<file path="config.mk">
export PLATFORM = sky130hd
export DESIGN_NAME = kdc_ctrl
export DESIGN_NICKNAME = d
export VERILOG_FILES = /design/src/hw/rtl/kdc_pkg.sv /design/src/hw/rtl/kdc_ctrl.sv
export SDC_FILE = /design/constraint.sdc
export NUM_CORES = 1
export LEC_CHECK = 0
export BUFFER_PORTS_ARGS = -buffer_cell sky130_fd_sc_hd__buf_4
export CAP_MARGIN = 15
export CELL_PAD_IN_SITES_DETAIL_PLACEMENT = 1
export CELL_PAD_IN_SITES_GLOBAL_PLACEMENT = 2
export CORE_AREA = 2 2 39 41
export CTS_CLUSTER_DIAMETER = 40
export CTS_CLUSTER_SIZE = 40
export DETAILED_ROUTE_END_ITERATION = 10
export DIE_AREA = 0 0 41 43
export PLACE_DENSITY_LB_ADDON = 0.2
export SLEW_MARGIN = 20
export SYNTH_ARGS = -nofsm -noshare
export SYNTH_HDL_FRONTEND = slang
export SYNTH_SLANG_ARGS = --single-unit
</file>
<file path="constraint.sdc">
create_clock -name i_clk -period 1.6 [get_ports i_clk]
set_input_delay 0.08 -clock i_clk [delete_from_list [all_inputs] [get_ports i_clk]]
set_output_delay 0.08 -clock i_clk [all_outputs]
set_load 0.02 [all_outputs]
</file>
<file path="src/hw/rtl/kdc_pkg.sv">
// Shared constants and types for the k-mer depth and coverage engine.
// No dependencies.
`default_nettype none
package kdc_pkg;
    localparam int MaxGeneLen = 4096;
    localparam int AddrBits   = 12;
    localparam int DepthBits  = 16;
    localparam logic [1:0] OP_BEGIN = 2'd0;
    localparam logic [1:0] OP_KMER  = 2'd1;
    localparam logic [1:0] OP_END   = 2'd2;
    localparam logic [2:0] REG_KLEN = 3'd0;
    localparam logic [2:0] REG_MARG = 3'd1;
    localparam logic [2:0] REG_RMAX = 3'd2;
    localparam logic [2:0] REG_RMIN = 3'd3;
    localparam logic [2:0] REG_THR  = 3'd4;

    typedef struct packed {
        logic clr_start;   // begin: latch gene, start clear sweep
        logic kmer_start;  // load k-mer walk
        logic scan_start;  // load scan
        logic div_start;   // start the divisions
    } t_cmd;

    typedef struct packed {
        logic walk_done;
        logic div_done;
    } t_sts;
endpackage
`default_nettype wire

</file>
<file path="src/hw/rtl/kdc_ctrl.sv">
// Controller state machine: sequences clear, k-mer walk, scan and division.
// Depends on kdc_pkg.
`default_nettype none
module kdc_ctrl (
    input  wire logic          i_clk,
    input  wire logic          i_rst_n,
    input  wire logic          i_valid,
    input  wire logic [1:0]    i_op,
    output logic               o_ready,
    output kdc_pkg::t_cmd      o_cmd,
    input  wire kdc_pkg::t_sts i_sts,
    output logic               o_res_load,
    input  wire logic          i_res_free
);
    import kdc_pkg::*;
    localparam logic [2:0] S_IDLE = 3'd0;
    localparam logic [2:0] S_WALK = 3'd1;
    localparam logic [2:0] S_DIV  = 3'd2;
    localparam logic [2:0] S_DIVW = 3'd3;
    localparam logic [2:0] S_OUT  = 3'd4;
    logic [2:0] r_state, n_state;
    logic       r_scan, n_scan;
    logic       acc;

    assign o_ready = (r_state == S_IDLE);
    assign acc     = i_valid && o_ready;

    always_comb begin
        n_state = r_state;
        n_scan  = r_scan;
        o_cmd   = '0;
        o_res_load = 1'b0;
        case (r_state)
            S_IDLE: begin
                if (acc) begin
                    case (i_op)
                        OP_BEGIN: begin
                            o_cmd.clr_start = 1'b1;
                            n_state = S_WALK;
                            n_scan = 1'b0;
                        end
                        OP_KMER: begin
                            o_cmd.kmer_start = 1'b1;
                            n_state = S_WALK;
                            n_scan = 1'b0;
                        end
                        OP_END: begin
                            o_cmd.scan_start = 1'b1;
                            n_state = S_WALK;
                            n_scan = 1'b1;
                        end
                        default: n_state = S_IDLE;
                    endcase
                end
            end
            S_WALK: begin
                if (i_sts.walk_done) n_state = r_scan ? S_DIV : S_IDLE;
            end
            S_DIV: begin
                o_cmd.div_start = 1'b1;
                n_state = S_DIVW;
            end
            S_DIVW: if (i_sts.div_done) n_state = S_OUT;
            S_OUT: begin
                if (i_res_free) begin
                    o_res_load = 1'b1;
                    n_state = S_IDLE;
                end
            end
            default: n_state = S_IDLE;
        endcase
    end

    always_ff @(posedge i_clk) begin
        if (!i_rst_n) begin
            r_state <= S_IDLE;
            r_scan  <= 1'b0;
        end else begin
            r_state <= n_state;
            r_scan  <= n_scan;
        end
    end

    a_ready_idle: assert property (@(posedge i_clk) disable iff (!i_rst_n)
        o_ready |-> r_state == S_IDLE) else $error("ready outside idle");
    a_load_out: assert property (@(posedge i_clk) disable iff (!i_rst_n)
        o_res_load |-> r_state == S_OUT) else $error("load outside output state");
    a_div_follow: assert property (@(posedge i_clk) disable iff (!i_rst_n)
        o_cmd.div_start |=> r_state == S_DIVW) else $error("division not awaited");
endmodule
`default_nettype wire

</file>
==> run_summary.xml <==
<?xml version="1.0" encoding="UTF-8"?>
<metrics>
  <group name="floorplanning">
    <metric name="design.die.area" unit="um2">1760</metric>
    <metric name="ios" unit="">14</metric>
    <metric name="die_height" unit="um">43</metric>
    <metric name="fp.coreArea" unit="um2">1380</metric>
    <metric name="fp-row-count" unit="">14</metric>
    <metric name="floorplan.initialDensity" unit="%">17.5</metric>
    <metric name="horizontal_extent_of_the_die" unit="um">41</metric>
  </group>
  <group name="power">
    <metric name="total_power" unit="uW">304</metric>
    <metric name="pwr-share-comb" unit="%">24.7</metric>
    <metric name="p_seq_share" unit="%">35.3</metric>
    <metric name="swShare" unit="%">24.9</metric>
    <metric name="netSwitchingPower" unit="uW">75.9</metric>
    <metric name="internal_power" unit="uW">228</metric>
    <metric name="power.clock.fraction" unit="%">40.0</metric>
    <metric name="cellLeakagePower" unit="nW">0.194</metric>
    <metric name="power.ir.vdd_worst" unit="mV">0.388</metric>
    <metric name="power.density" unit="nW/um2">709</metric>
  </group>
  <group name="detailed_routing">
    <metric name="drc_errors" unit="">0</metric>
    <metric name="detailedRoute.firstPassIterationCount" unit="">3</metric>
    <metric name="antenna_violating_nets_post_route" unit="">0</metric>
    <metric name="vias_per_cell" unit="">4.55</metric>
    <metric name="wl_per_cell" unit="um">12.0</metric>
    <metric name="dr_total_vias" unit="">282</metric>
    <metric name="postRouteWirelength" unit="um">741</metric>
    <metric name="drt-initial-drc-count" unit="">4</metric>
  </group>
  <group name="sta">
    <metric name="setup_violations" unit="">0</metric>
    <metric name="slew_headroom" unit="%">77.0</metric>
    <metric name="clock_skew" unit="ps">1.90</metric>
    <metric name="layout_worst_path_cycle_share" unit="%">98.1</metric>
    <metric name="setup-tns-final" unit="ps">0</metric>
    <metric name="final_max_slew_viol_count" unit="">0</metric>
    <metric name="layout_min_cycle_time" unit="ps">1570</metric>
    <metric name="hold_viol" unit="">0</metric>
    <metric name="maxClockFrequency" unit="GHz">0.637</metric>
    <metric name="rsz0062_at_grt" unit="">yes</metric>
    <metric name="worst_pin_slew" unit="ps">340</metric>
    <metric name="worst_hold_slack" unit="ps">83.4</metric>
  </group>
  <group name="finish">
    <metric name="final_cells" unit="">62</metric>
    <metric name="layout-area-overhead-vs-synth" unit="%">77.7</metric>
    <metric name="post-route-cell-area" unit="um2">429</metric>
    <metric name="num-nets-final" unit="">56</metric>
    <metric name="share_of_cells_above_drive_strength_1" unit="%">63.0</metric>
    <metric name="antenna_cells" unit="">0</metric>
  </group>
  <group name="clock_tree">
    <metric name="tritoncts_clock_tree" unit="">done</metric>
    <metric name="tritoncts.num_buffers" unit="">3</metric>
    <metric name="ctsRootBufferMaster" unit="">clkbuf_4</metric>
    <metric name="clock-sinks" unit="">4</metric>
    <metric name="clk_pin_slew_worst_paths" unit="ps">40</metric>
    <metric name="clock_tree.htree_level_count" unit="">1</metric>
    <metric name="cts_max_path_buffers" unit="">2</metric>
    <metric name="worstSkewPairLatency" unit="ps">230</metric>
  </group>
  <group name="yosys">
    <metric name="synth_area_per_cell" unit="um2">8.94</metric>
    <metric name="syn-cell-area" unit="um2">241</metric>
    <metric name="synth_seq_cells" unit="">4</metric>
    <metric name="syn-num-nets" unit="">35</metric>
    <metric name="synth-async-reset-ratio" unit="%">0</metric>
    <metric name="synth_edf_count" unit="">0</metric>
    <metric name="synth_seq_area_share" unit="%">33.2</metric>
    <metric name="yosys_warnings" unit="">0</metric>
    <metric name="synth.largest_area_cell" unit="">dfxtp_1</metric>
    <metric name="yosys-top-cells-area" unit="">dfxtp_1, nor3b_1, or4b_4, buf_6, mux2_2</metric>
    <metric name="synth_cell_type_count" unit="">19</metric>
    <metric name="post_synth_most_frequent_cells" unit="">dfxtp_1, nor3b_1, nand2_1, nor2_1, nor3_1</metric>
    <metric name="yosysMostFrequentCell" unit="">dfxtp_1</metric>
    <metric name="syn_inst" unit="">27</metric>
    <metric name="netlist.area_leader.share" unit="%">33.2</metric>
    <metric name="dominantRegCellSynth" unit="">dfxtp_1</metric>
  </group>
  <group name="worst_setup_path">
    <metric name="rr_worst_depth" unit="">5</metric>
    <metric name="timing.critical_path.fanout_max" unit="">4</metric>
    <metric name="cp.buffers_inverters" unit="">1</metric>
    <metric name="register_to_register_setup_slack" unit="ps">170</metric>
    <metric name="cell_family_with_the_largest_share_of_critical_path_delay" unit="">simple AND/OR/NAND/NOR gates</metric>
    <metric name="worst_r2r_endpoint" unit="">r_scan</metric>
    <metric name="sort_of_element_at_the_start_of_the_critical_path" unit="">register</metric>
    <metric name="worst-endpoint-required" unit="ps">1520</metric>
    <metric name="worstPathCellList" unit="">or4b_4, nor2_4, and2_4, buf_6</metric>
    <metric name="worst_setup_path_end_kind" unit="">output port</metric>
    <metric name="timing.critical_path.slowest_stage_cell" unit="">or4b_4</metric>
    <metric name="worst-setup-path-type" unit="">register to output port</metric>
    <metric name="worstPathArrival" unit="ps">1490</metric>
    <metric name="stages_on_the_worst_setup_path" unit="">4</metric>
    <metric name="crit_reg_reg_startpoint" unit="">r_state[1]</metric>
    <metric name="critPathMaxStageDelay" unit="ps">580</metric>
  </group>
  <group name="placed_design">
    <metric name="dp.cells" unit="">56</metric>
    <metric name="gp_routability_congestion" unit="">0.659</metric>
    <metric name="detailedPlacementHpwl" unit="um">573</metric>
    <metric name="placement.cell_area" unit="um2">358</metric>
    <metric name="port_buffers" unit="">13</metric>
  </group>
  <group name="global_route">
    <metric name="grt_util_all_layers" unit="%">10.6</metric>
    <metric name="grt_overflow" unit="">0</metric>
    <metric name="grt_max_degree" unit="">8</metric>
    <metric name="vias_in_the_first_global_route" unit="">297</metric>
    <metric name="grt_antenna_before_repair" unit="">0</metric>
    <metric name="grt_pass1_wl" unit="um">1240</metric>
  </group>
  <group name="worst_hold_path">
    <metric name="hold_path.startpoint" unit="">i_rst_n</metric>
    <metric name="hold_class" unit="">input pin to register</metric>
    <metric name="worstHoldPathCells" unit="">2</metric>
    <metric name="hold_path_end" unit="">r_state[2]</metric>
  </group>
  <group name="run_status">
    <metric name="outcome" unit="">finished, final reports clean</metric>
  </group>
  <group name="job">
    <metric name="cap_viol_max_count" unit="">0</metric>
  </group>
</metrics>
==> flip-flops by register name, indices dropped and copies added, names as in the netlist <==
name     cells
r_scan       1
r_state      3
==> metrics by stage <==
| stage | utilization (%) | worst slack [ps] |
|---|---|---|
| 3_5_place_dp | 25.9 | 199 |
| 4_1_cts | 30.0 | -10.9 |
| 2_1_floorplan | - | 21.9 |
| 5_1_grt | 31.0 | -11.1 |
| 3_3_place_gp | 25.9 | 240 |
| 6_report | 31.0 | 31.1 |
==> routing by layer <==
| layer | up-vias | global-route usage [%] | share of wire (%) |
|---|---|---|---|
| li1 | 143 | - | - |
| met1 | 126 | 11.3 | 41 |
| met2 | 13 | 17.2 | 51 |
| met3 | 0 | 6.28 | 8.2 |
| met4 | 0 | 2.00 | 0 |
| met5 | - | 0 | 0 |
==> power groups by stage <==
stage	registers, mW	clock network [mW]	logic [mW]
after global placement	0.112	0	0.0573
after detailed placement	0.112	0	0.0584
after CTS	0.107	0.129	0.0727
final	0.107	0.122	0.0752
after global routing	0.108	0.137	0.0821
after floorplan	0.108	0	0.0355
==> logic make-up after synthesis <==
| family | count (synthesis) | synth area share (%) |
|---|---|---|
| muxes | 1 | 4.66 |
| buffers and inverters | 2 | 6.73 |
| DFF | 4 | 33.2 |
| AOI/OAI and AO/OA | 4 | 14.0 |
| and+or+nand+nor | 16 | 41.5 |
==> worst max-delay path by stage <==
| stage | slack, ps | endpoint | start |
|---|---|---|---|
| 2_1_floorplan | 20 | o_cmd[2] | r_state[0] |
| 3_3_place_gp | 240 | o_cmd[2] | r_state[0] |
| 3_5_place_dp | 200 | o_cmd[1] | r_state[0] |
| 4_1_cts | -10 | o_cmd[1] | r_state[0] |
| 5_1_grt | -10 | o_cmd[1] | r_state[1] |
| 6_report | 30 | o_cmd[1] | r_state[1] |
==> layout make-up <==
class | instances | area [um2]
Sequential cell | 4 | 85.1
Tap cell | 16 | 20.0
Fill cell | 173 | 955
Clock buffer | 3 | 22.5
Multi-Input combinational cell | 21 | 163
Timing Repair Buffer | 18 | 139
==> layout by cell type (no fill, tap or decap), drive strengths merged <==
master  count
o221a       1
nor2        3
buf        18
clkbuf      3
nand2b      1
a31oi       1
a221oi      1
and3        1
or4b        1
nor3b       3
mux2        1
o21a        1
nand2       2
and2        1
nor4b       1
dfxtp       4
nor3        2
nand3       1
==> timing repair <==
| action | CTS | global route |
|---|---|---|
| pin swaps | 3 | 2 |
| buffers inserted | 2 | 1 |
| resized for setup | 6 | 2 |
| endpoints found under the setup margin | 3 | 3 |
| endpoints found under the hold margin | 0 | 0 |
| hold buffers | 0 | 0 |
Power figures use the tool's default switching activity.
